$ cat src/stp_ram.sv
// ----------------------------------------------------------------------------
// stp_ram - generic single-port-write, single-port-read RAM
// One write and one registered read per cycle; contents are not reset.
// ----------------------------------------------------------------------------
`default_nettype none

module stp_ram #(
	parameter int WIDTH = 32,
	parameter int DEPTH = 10,
	parameter int AW    = (DEPTH > 1) ? $clog2(DEPTH) : 1
) (
	input  wire logic             clk,
	input  wire logic             we,
	input  wire logic [AW-1:0]    waddr,
	input  wire logic [WIDTH-1:0] wdata,
	input  wire logic             re,
	input  wire logic [AW-1:0]    raddr,
	output logic      [WIDTH-1:0] rdata
);

	logic [WIDTH-1:0] mem_q [DEPTH];

	// Write port
	always_ff @(posedge clk) begin
		if (we) begin
			mem_q[waddr] <= wdata;
		end
	end

	// Registered read port
	always_ff @(posedge clk) begin
		if (re) begin
			rdata <= mem_q[raddr];
		end
	end

endmodule

`default_nettype wire

$ cat config.mk
export PLATFORM = sky130hd
export DESIGN_NAME = stp_ram
export DESIGN_NICKNAME = d
export VERILOG_FILES = /design/src/stp_ram.sv
export SDC_FILE = /design/constraint.sdc
export NUM_CORES = 1
export LEC_CHECK = 0
export ABC_AREA = 1
export BUFFER_PORTS_ARGS = -buffer_cell sky130_fd_sc_hd__buf_2
export CORE_MARGIN = 2
export CORE_UTILIZATION = 60
export DETAILED_ROUTE_END_ITERATION = 12
export PLACE_DENSITY = 0.82
export SETUP_SLACK_MARGIN = 0.02
export SYNTH_ARGS = -nofsm -noshare
export SYNTH_HDL_FRONTEND = slang
export SYNTH_SLANG_ARGS = --single-unit
$ cat constraint.sdc
create_clock -name clk -period 2.65 [get_ports clk]
set_clock_uncertainty 0.15 [all_clocks]
set_input_delay 0.265 -clock clk [delete_from_list [all_inputs] [get_ports clk]]
set_output_delay 0.265 -clock clk [all_outputs]
set_load 0.03 [all_outputs]
==> results.md, run 1 <==
- First-pass GRT wire length: a little under 50 mm
- Die width: 159.1 um
- Initial antenna violation count: 0
- Min Tclk post-route: 1541 ps
- Final Max Tran Viols: 0
- Largest net degree at the start of global routing: 161
- CTS Buf Count: 34
- Yosys reg bits: around 350
- Worst Path Arrival: about 1100 ps
- Reg clk slew, reported paths: 60 ps
- All-Layer GR Usage: about a quarter
- F_max: around 650 MHz
- Residual DRC: 0
- Core ar.: ~24000 um^2
- Post-route antenna net violation count: 0
- Commonest non-fill, non-tap cell in the layout: nand2_1
- Met1 Track Usage GR: 32.67%
- Reg-to-reg setup timing slack: around 1300 ps
- Hold crit path type: primary input to register
- Pwr Total: ~12000 uW
- CTS sink count: 352
- Post-DP HPWL: approximately 16 mm
- Clock tree buffer depth: 3
- Crit. End Element: output pin
- Number of inserted diodes: 0
- GR Layer Usage met2: between 40% and 50%
- Share of cells above drive strength 1: 10.94%
- Cells along the critical path: buf_2
- Skew-Pair Late Insertion Delay: between 500 and 600 ps
- Starting density of the core: between 60% and 70%
- Vert. Die Dim: roughly 160 um
- PD cells: approximately 700 nW/um^2
- Most frequent cells in the layout: nand2_1 (357), edfxtp_1 (352), inv_1 (196)
- GR met3 Demand/Resource: about 4.0%
- Register area: approximately 11000 um^2
- Root buf cell: clkbuf_16
- Outcome: finished, final reports clean
- CP max-delay cell: edfxtp_1
- Required time of the critical path: between 2000 and 2500 ps
- RSZ-0062 raised after global routing: no
- H-tree depth: 2
- Routed wire length per instance: between 15 and 20 um
- Critical path class: register to output pin
- Relative slew margins: a little over two fifths
- Yosys warnings: 0
- Worst setup SP type: register
- Sum Neg Setup Slack: 0 ps
- I/O Buffers: 74
- Nets: ~1400
- Post-Syn Instances: 1270
- GPL Wtd Cong: between 0.7 and 0.8
- Die area: approximately 25000 um^2
- Net Count, Synth: about 1300
- DRT iter0 DRCs: ~1200
- Area Overhead vs Synth: 14.44%
- First-pass DRT Iterations: 7
- Seq/Total Area, Yosys: around three quarters
- Cell variety after synth: 15
- Largest delay share family, worst path: flip-flops
- Busiest grt layer: met2
- Critical path buffer and inverter count: 1
- Share of the clock period used by the worst path after layout: 58.15%
- Max VDD drop: approximately 0.65 mV
- Routed Wire Length: around 31 mm
- Vias: 9368
- Post-CTS Setup Bufs: 0
- Mean post-synth cell area: roughly 11 um^2
- Final setup vio count: 0
- Max_cap viols: 0
- Filler cells: 1521
- P_leak: around 0.0068 uW
- Worst-margin pin slew: 858.8 ps
- Area of the multi-input gates: approximately 2800 um^2
- Grt ovf: 0
- Highest net fanout along the worst path: 1
- Top Ports: 75
- Via density: 5.456
- TritonCTS clock tree: built
- CP max stage delay: 420 ps
- Post-Syn Area: around 14000 um^2
- Hold Fails Final Rpt: 0
- Vias in the first global route: about 9400
- Std-Cell Rows: 56
sequential cells by signal, summed over array words and instances, names as in the netlist:
name,flops
rdata,32
mem_q,320
kinds of logic after synthesis:
logic type	synth area share, %
compound gates	1.110
buf+inv	7.664
simple gates	17.98
flops	73.24
synthesized netlist by cell type:
cell type | n | area [um^2]
buf_4 | 1 | 7.510
buf_1 | 10 | 37.54
buf_6 | 11 | 123.9
nand3b_1 | 1 | 7.510
inv_4 | 1 | 6.260
buf_8 | 1 | 15.01
nor2_1 | 75 | 281.5
clkbuf_1 | 14 | 52.55
inv_2 | 2 | 7.510
nand2_1 | 357 | 1340
nand3_1 | 193 | 965.9
buf_2 | 24 | 120.1
o21ai_0 | 32 | 160.2
inv_1 | 196 | 735.7
edfxtp_1 | 352 | 10570
stage by stage:
step                      utilization [%]  instances  hold slack, ps  setup slack [ps]  cell area [um^2]
after floorplan                         -       1270           213.9             242.1             14430
after global placement              64.52       1626           367.5             687.7             15190
after detailed placement            64.52       1626           371.6             644.7             15190
after CTS                           70.15       1717           21.59              1096             16520
after global routing                70.15       1717           15.96              1077             16520
final                               70.15       1717           21.80              1109             16520
final cells by class:
class	count	share of cell area, %
Inverter	199	4.538
Tap cell	319	2.417
Sequential cell	352	64.00
Timing Repair Buffer	130	5.818
Clock inverter	16	0.6061
Clock buffer	43	5.485
Multi-Input combinational cell	658	17.14
timing repair:
action                                 in CTS  in global routing
endpoints found under the hold margin     320                  0
hold buffers                               32                  0
gates resized for setup                     0                  0
setup endpoints to repair                   0                  0
routing by layer:
metal	vias to the layer above	share of wire (%)
met5	-	0
met4	0	2.6
met3	69	8.6
met2	477	50
met1	4437	39
li1	4385	-
final timing paths:
kind,depth (start not counted),start,to
max,1,rdata[10]$_DFFE_PP_,rdata[10]
min,1,re,rdata[9]$_DFFE_PP_
max reg2reg,6,mem_q[5][1]$_DFFE_PP_,rdata[1]$_DFFE_PP_
min reg2reg,2,mem_q[9][4]$_DFFE_PP_,rdata[4]$_DFFE_PP_
power breakdown:
| group | switching (uW) | leakage, uW | total, uW | internal (uW) |
|---|---|---|---|---|
| Combinational | 551 | 0.00311 | 786 | 235 |
| Sequential | 34.4 | 0.00321 | 6310 | 6280 |
| Clock | 1940 | 0.000489 | 4450 | 2510 |
| Total | 2530 | 0.00680 | 11600 | 9030 |
Note: power is estimated with default switching activity, not from simulation.
==> inputs of run 2 (changes only) <==
--- a/config.mk
+++ b/config.mk
@@ -8,9 +8,9 @@
 export ABC_AREA = 1
 export BUFFER_PORTS_ARGS = -buffer_cell sky130_fd_sc_hd__buf_2
 export CORE_MARGIN = 2
-export CORE_UTILIZATION = 60
+export CORE_UTILIZATION = 55
 export DETAILED_ROUTE_END_ITERATION = 12
-export PLACE_DENSITY = 0.82
+export PLACE_DENSITY = 0.8
 export SETUP_SLACK_MARGIN = 0.02
 export SYNTH_ARGS = -nofsm -noshare
 export SYNTH_HDL_FRONTEND = slang
==> constraint.sdc (replaced) <==
create_clock -name clk -period 1.35 [get_ports clk]
set_clock_uncertainty 0.15 [all_clocks]
set_input_delay 0.135 -clock clk [delete_from_list [all_inputs] [get_ports clk]]
set_output_delay 0.135 -clock clk [all_outputs]
set_load 0.03 [all_outputs]
==> results.md, run 2 (synthesis results as in run 1) <==
- Outcome: finished, violations left
- Failing checks: setup timing
- Skew-Pair Late Insertion Delay: 520 ps
- Die area: 27550 um^2
- Relative slew margins: roughly three quarters
- Root buf cell: clkbuf_16
- Vias in the first global route: between 9000 and 10000
- Combinational Power Share: 7.5%
- Residual DRC: 0
- P_sw: 5222 uW
- Vias: around 9600
- Switching part of the total: 21.68%
- Required time of the critical path: 1070 ps
- Busiest grt layer: met2
- First-pass DRT Iterations: 5
- Min Tclk post-route: approximately 1400 ps
- PD cells: roughly 1400 nW/um^2
- Crit. End Element: output pin
- Highest net fanout along the worst path: 1
- P_int: about 19000 uW
- Worst setup SP type: register
- Routed Wire Length: 32.50 mm
- RSZ-0062 raised after global routing: yes
- Vert. Die Dim: ~170 um
- Clock tree buffer depth: 3
- Commonest non-fill, non-tap cell in the layout: nand2_1
- Max_cap viols: 0
- GPL Wtd Cong: 0.8155
- Post-DP HPWL: approximately 19 mm
- Largest register by flop count: mem_q
- Met1 Track Usage GR: 31.58%
- All-Layer GR Usage: a little under a quarter
- Starting density of the core: 55.70%
- DRT iter0 DRCs: between 1000 and 1500
- Max VDD drop: roughly 1.2 mV
- Largest delay share family, worst path: flip-flops
- Cells along the critical path: buf_6
- TritonCTS clock tree: built
- H-tree depth: 2
- GR Layer Usage met2: approximately two fifths
- Layout Utilization: between 60% and 70%
- Final setup vio count: 12
- Most frequent cells in the layout: nand2_1 (353), edfxtp_1 (352), inv_1 (193)
- I/O Buffers: 74
- Biggest regs: mem_q: 320 flops, rdata: 32 flops
- CP max stage delay: about 450 ps
- F_max: 698.5 MHz
- Top Ports: 75
- Reg clk slew, reported paths: 60 ps
- Std-Cell Rows: between 50 and 60
- Die width: roughly 170 um
- GR met3 Demand/Resource: about 4.0%
- Routed wire length per instance: between 15 and 20 um
- Sum Neg Setup Slack: -500.7 ps
- Nets: around 1500
- Share of the clock period used by the worst path after layout: 106.1%
- Hold Fails Final Rpt: 0
- Number of inserted diodes: 0
- Post-route antenna net violation count: 0
- Initial antenna violation count: 0
- Setup WS post-layout: -81.71 ps
- Sequential power share: around half
- Hold crit path type: primary input to register
- Final Max Tran Viols: 0
- CTS sink count: roughly 350
- First-pass GRT wire length: around 51 mm
- CTS Buf Count: 35
- Area Overhead vs Synth: 22.11%
- CP max-delay cell: edfxtp_1
- Core ar.: between 20000 and 30000 um^2
- Share of cells above drive strength 1: between 10 and 15%
- Post-CTS Setup Bufs: 0
- Grt ovf: 0
- Critical path buffer and inverter count: 1
- Worst-margin pin slew: ~370 ps
- Via density: between 5 and 6
- Largest net degree at the start of global routing: 41
- Clk pwr share: ~41%
- Worst Path Arrival: between 1000 and 1500 ps
- P_leak: about 0.0073 uW
- Max reg flops: 320
- Critical path class: register to output pin
-- run 2: cell count changes in the layout (fill, tap and decap cells not counted), moves of 3 or more --
cell | before | now
buf_12 | 7 | 33
buf_2 | 73 | 41
clkbuf_1 | 8 | 4
nand2_1 | 357 | 353
buf_4 | 18 | 36
nand2_4 | 0 | 3
buf_6 | 0 | 32
bufinv_16 | 1 | 5
inv_1 | 196 | 193
-- run 2: layout make-up --
class | count | area, um^2
Timing Repair Buffer | 175 | 1827
Sequential cell | 352 | 10570
Inverter | 199 | 764.5
Tap cell | 335 | 419.2
Clock inverter | 23 | 250.2
Fill cell | 1667 | 8289
Multi-Input combinational cell | 658 | 2875
Clock buffer | 40 | 915.9
-- run 2: metal layers --
metal | up-vias | wire length (um)
met5 | - | 0
met4 | 0 | 881
met3 | 88 | 3001
met2 | 501 | 16020
met1 | 4541 | 12600
li1 | 4479 | -
-- run 2: path summary, 6_finish.rpt --
path | from | to | slack [ps] | cells after the start
worst max register to register | mem_q[7][7]$_DFFE_PP_ | rdata[7]$_DFFE_PP_ | 110 | 6
worst min-delay path | raddr[3] | rdata[2]$_DFFE_PP_ | 90 | 5
worst min register to register | mem_q[9][28]$_DFFE_PP_ | rdata[28]$_DFFE_PP_ | 380 | 2
worst max-delay path | rdata[13]$_DFFE_PP_ | rdata[13] | -80 | 1
-- run 2: tightest hold or removal path, cell delays in order --
cell     delay (ps)
buf_2            80
inv_2            80
buf_12          160
nand3_1          80
nand2_1          40
-- run 2: stage by stage --
| stage | power [uW] | area (um^2) | hold WS [ps] | cells | worst slack [ps] |
|---|---|---|---|---|---|
| 2_1_floorplan | 13550 | 14570 | 83.87 | 1270 | -271.6 |
| 3_3_place_gp | 14200 | 15930 | 275.4 | 1686 | -98.28 |
| 3_5_place_dp | 14260 | 15930 | 276.6 | 1686 | -121.6 |
| 4_1_cts | 24130 | 17620 | 78.29 | 1782 | -98.73 |
| 5_1_grt | 24730 | 17620 | 93.56 | 1782 | -123.2 |
| 6_report | 24090 | 17620 | 86.69 | 1782 | -81.71 |
-- run 2: what timing repair did --
action,in CTS,in global routing
pin swaps,0,0
setup endpoints to repair,32,32
hold endpoints to repair,352,0
gates resized for setup,64,0
hold buffers,33,0
-- run 2: power by group through the flow --
stage / logic (uW) / registers [uW] / clock network (uW)
CTS: 1800 / 12400 / 9920
detailed placement: 1630 / 12600 / 0
finish: 1810 / 12400 / 9860
global placement: 1580 / 12600 / 0
global route: 1970 / 12400 / 10300
floorplan: 778 / 12800 / 0
==> inputs of run 3 (changes only) <==
--- a/config.mk
+++ b/config.mk
@@ -10,6 +10,7 @@
 export CORE_MARGIN = 2
 export CORE_UTILIZATION = 55
 export DETAILED_ROUTE_END_ITERATION = 12
+export GPL_TIMING_DRIVEN = 0
 export PLACE_DENSITY = 0.8
 export SETUP_SLACK_MARGIN = 0.02
 export SYNTH_ARGS = -nofsm -noshare
==> results.md, run 3 (synthesis results as in run 1) <==
- Outcome: finished, violations left
- Failing checks: setup timing
- Largest register by flop count: mem_q
- Hold crit path type: primary input to register
- Highest net fanout along the worst path: 16
- Top Ports: 75
- P_leak: a little over 0.007 uW
- Hold Fails Final Rpt: 0
- Commonest non-fill, non-tap cell in the layout: edfxtp_1
- DRT iter0 DRCs: ~1400
- Worst Path Arrival: 1480 ps
- Critical path class: primary input to register
- Post-route antenna net violation count: 0
- Starting density of the core: around 56%
- Number of inserted diodes: 0
- Setup WS post-layout: -161.4 ps
- Initial antenna violation count: 0
- GPL Wtd Cong: slightly below 0.8
- Largest delay share family, worst path: simple AND/OR/NAND/NOR gates
- First-pass DRT Iterations: 6
- Area Overhead vs Synth: 20.58%
- Vias in the first global route: 9891
- Grt ovf: 0
- Share of cells above drive strength 1: approximately 17%
- Worst setup SP type: primary input
- CTS sink count: 352
- Skew-Pair Late Insertion Delay: between 500 and 600 ps
- Die width: 166.0 um
- All-Layer GR Usage: a little over a quarter
- I/O Buffers: slightly above 70
- Critical path buffer and inverter count: 2
- CP max stage delay: between 900 and 1000 ps
- Sum Neg Setup Slack: -6798 ps
- Most frequent cells in the layout: edfxtp_1 (352), nand2_1 (347), inv_1 (192)
- CP max-delay cell: nor2_2
- CTS Buf Count: 36
- Vert. Die Dim: ~170 um
- Nets: 1478
- Required time of the critical path: between 1000 and 1500 ps
- Final setup vio count: 66
- Max_cap viols: 0
- Biggest regs: mem_q: 320 flops, rdata: 32 flops
- TritonCTS clock tree: built
- RSZ-0062 raised after global routing: yes
- Share of the clock period used by the worst path after layout: 112.0%
- Vias: between 10000 and 15000
- Core ar.: 25910 um^2
- Final Max Tran Viols: 0
- Root buf cell: clkbuf_16
- Max VDD drop: between 1 and 1.5 mV
- Residual DRC: 0
- Cells along the critical path: buf_8 -> inv_12 -> nor2_4 -> nand2_8 -> nor2_2
- Final Instance Count excl. Fillers: about 1800
- Worst R2R Start: mem_q[5][22]$_DFFE_PP_
- R2R cell count: 6
- PD cells: ~1300 nW/um^2
- Min Tclk post-route: ~1500 ps
- Routed wire length per instance: slightly above 20 um
- Reg-to-reg setup timing slack: approximately 10 ps
- Post-DP HPWL: slightly below 20 mm
- Max reg flops: 320
- End of the worst hold path: rdata[0]$_DFFE_PP_
- WHS Path Cells: 5
- Routed Wire Length: ~37 mm
- Std-Cell Rows: 59
- H-tree depth: 2
- Clock tree buffer depth: 3
- Worst-margin pin slew: 1227 ps
- Crit. End Element: register
- Reg2reg end: rdata[22]$_DFFE_PP_
- Via density: roughly 5.6
- Dpl ws: -909.0 ps
- Reg clk slew, reported paths: ~60 ps
- F_max: roughly 660 MHz
- Die area: around 28000 um^2
- Relative slew margins: a little under a fifth
- Hold_sp: raddr[3]
- First-pass GRT wire length: between 50 and 60 mm
- Placed instance count: between 1500 and 2000
- Largest net degree at the start of global routing: 33
==> run 3: metrics by stage <==
step	hold slack (ps)	power [uW]	util [%]	instance area, um^2
detailed placement	279.3	14190	59.23	15350
finish	67.82	23350	67.16	17400
global placement	277.3	14120	59.23	15350
global route	76.58	23960	67.16	17400
CTS	56.15	23200	66.03	17110
floorplan	83.87	13550	-	14570
==> run 3: worst register-to-register path: cells and delay by family, from the launching register on <==
| family | cells | cell delay, ps |
|---|---|---|
| buffers and inverters | 1 | 70 |
| DFF | 1 | 370 |
| and+or+nand+nor | 5 | 500 |
==> run 3: routing by layer <==
layer / track usage, % / part of all wire (%)
met1: 34.45 / 36
met2: 43.59 / 49
met3: 4.528 / 11
met4: 11.34 / 4.4
met5: 0 / 0
==> run 3: area by class of cell <==
cell class,instances,area [um^2]
buffer,61,369.1
multi-input combinational,667,3161
tap,335,419.2
timing repair buffer,118,1070
clock inverter,13,81.33
inverter,199,764.5
fill,1723,8509
sequential,352,10570
clock buffer,48,967.2
==> run 3: repair_timing <==
action / 4_1_cts / 5_1_grt
pin swaps: 14 / 15
endpoints found under the setup margin: 345 / 184
gates cloned: 6 / 3
setup buffers: 14 / 0
hold endpoints to repair: 320 / 0
hold buffers: 32 / 0
gates resized for setup: 55 / 85
==> run 3: power breakdown <==
group | internal [uW] | leakage (uW) | switching, uW | total, uW
logic | 613 | 0.00344 | 1280 | 1890
registers | 12300 | 0.00321 | 78.5 | 12400
clock network | 5200 | 0.000514 | 3840 | 9040
total | 18100 | 0.00716 | 5200 | 23300
==> run 3: worst max-delay path by stage <==
stage / end / start / cells after the start
global placement: mem_q[2][27]$_DFFE_PP_ / waddr[3] / 3
detailed placement: mem_q[2][27]$_DFFE_PP_ / waddr[3] / 3
floorplan: mem_q[0][0]$_DFFE_PP_ / waddr[3] / 2
finish: mem_q[7][10]$_DFFE_PP_ / waddr[2] / 5
CTS: mem_q[4][31]$_DFFE_PP_ / waddr[0] / 4
global route: mem_q[4][11]$_DFFE_PP_ / waddr[2] / 5
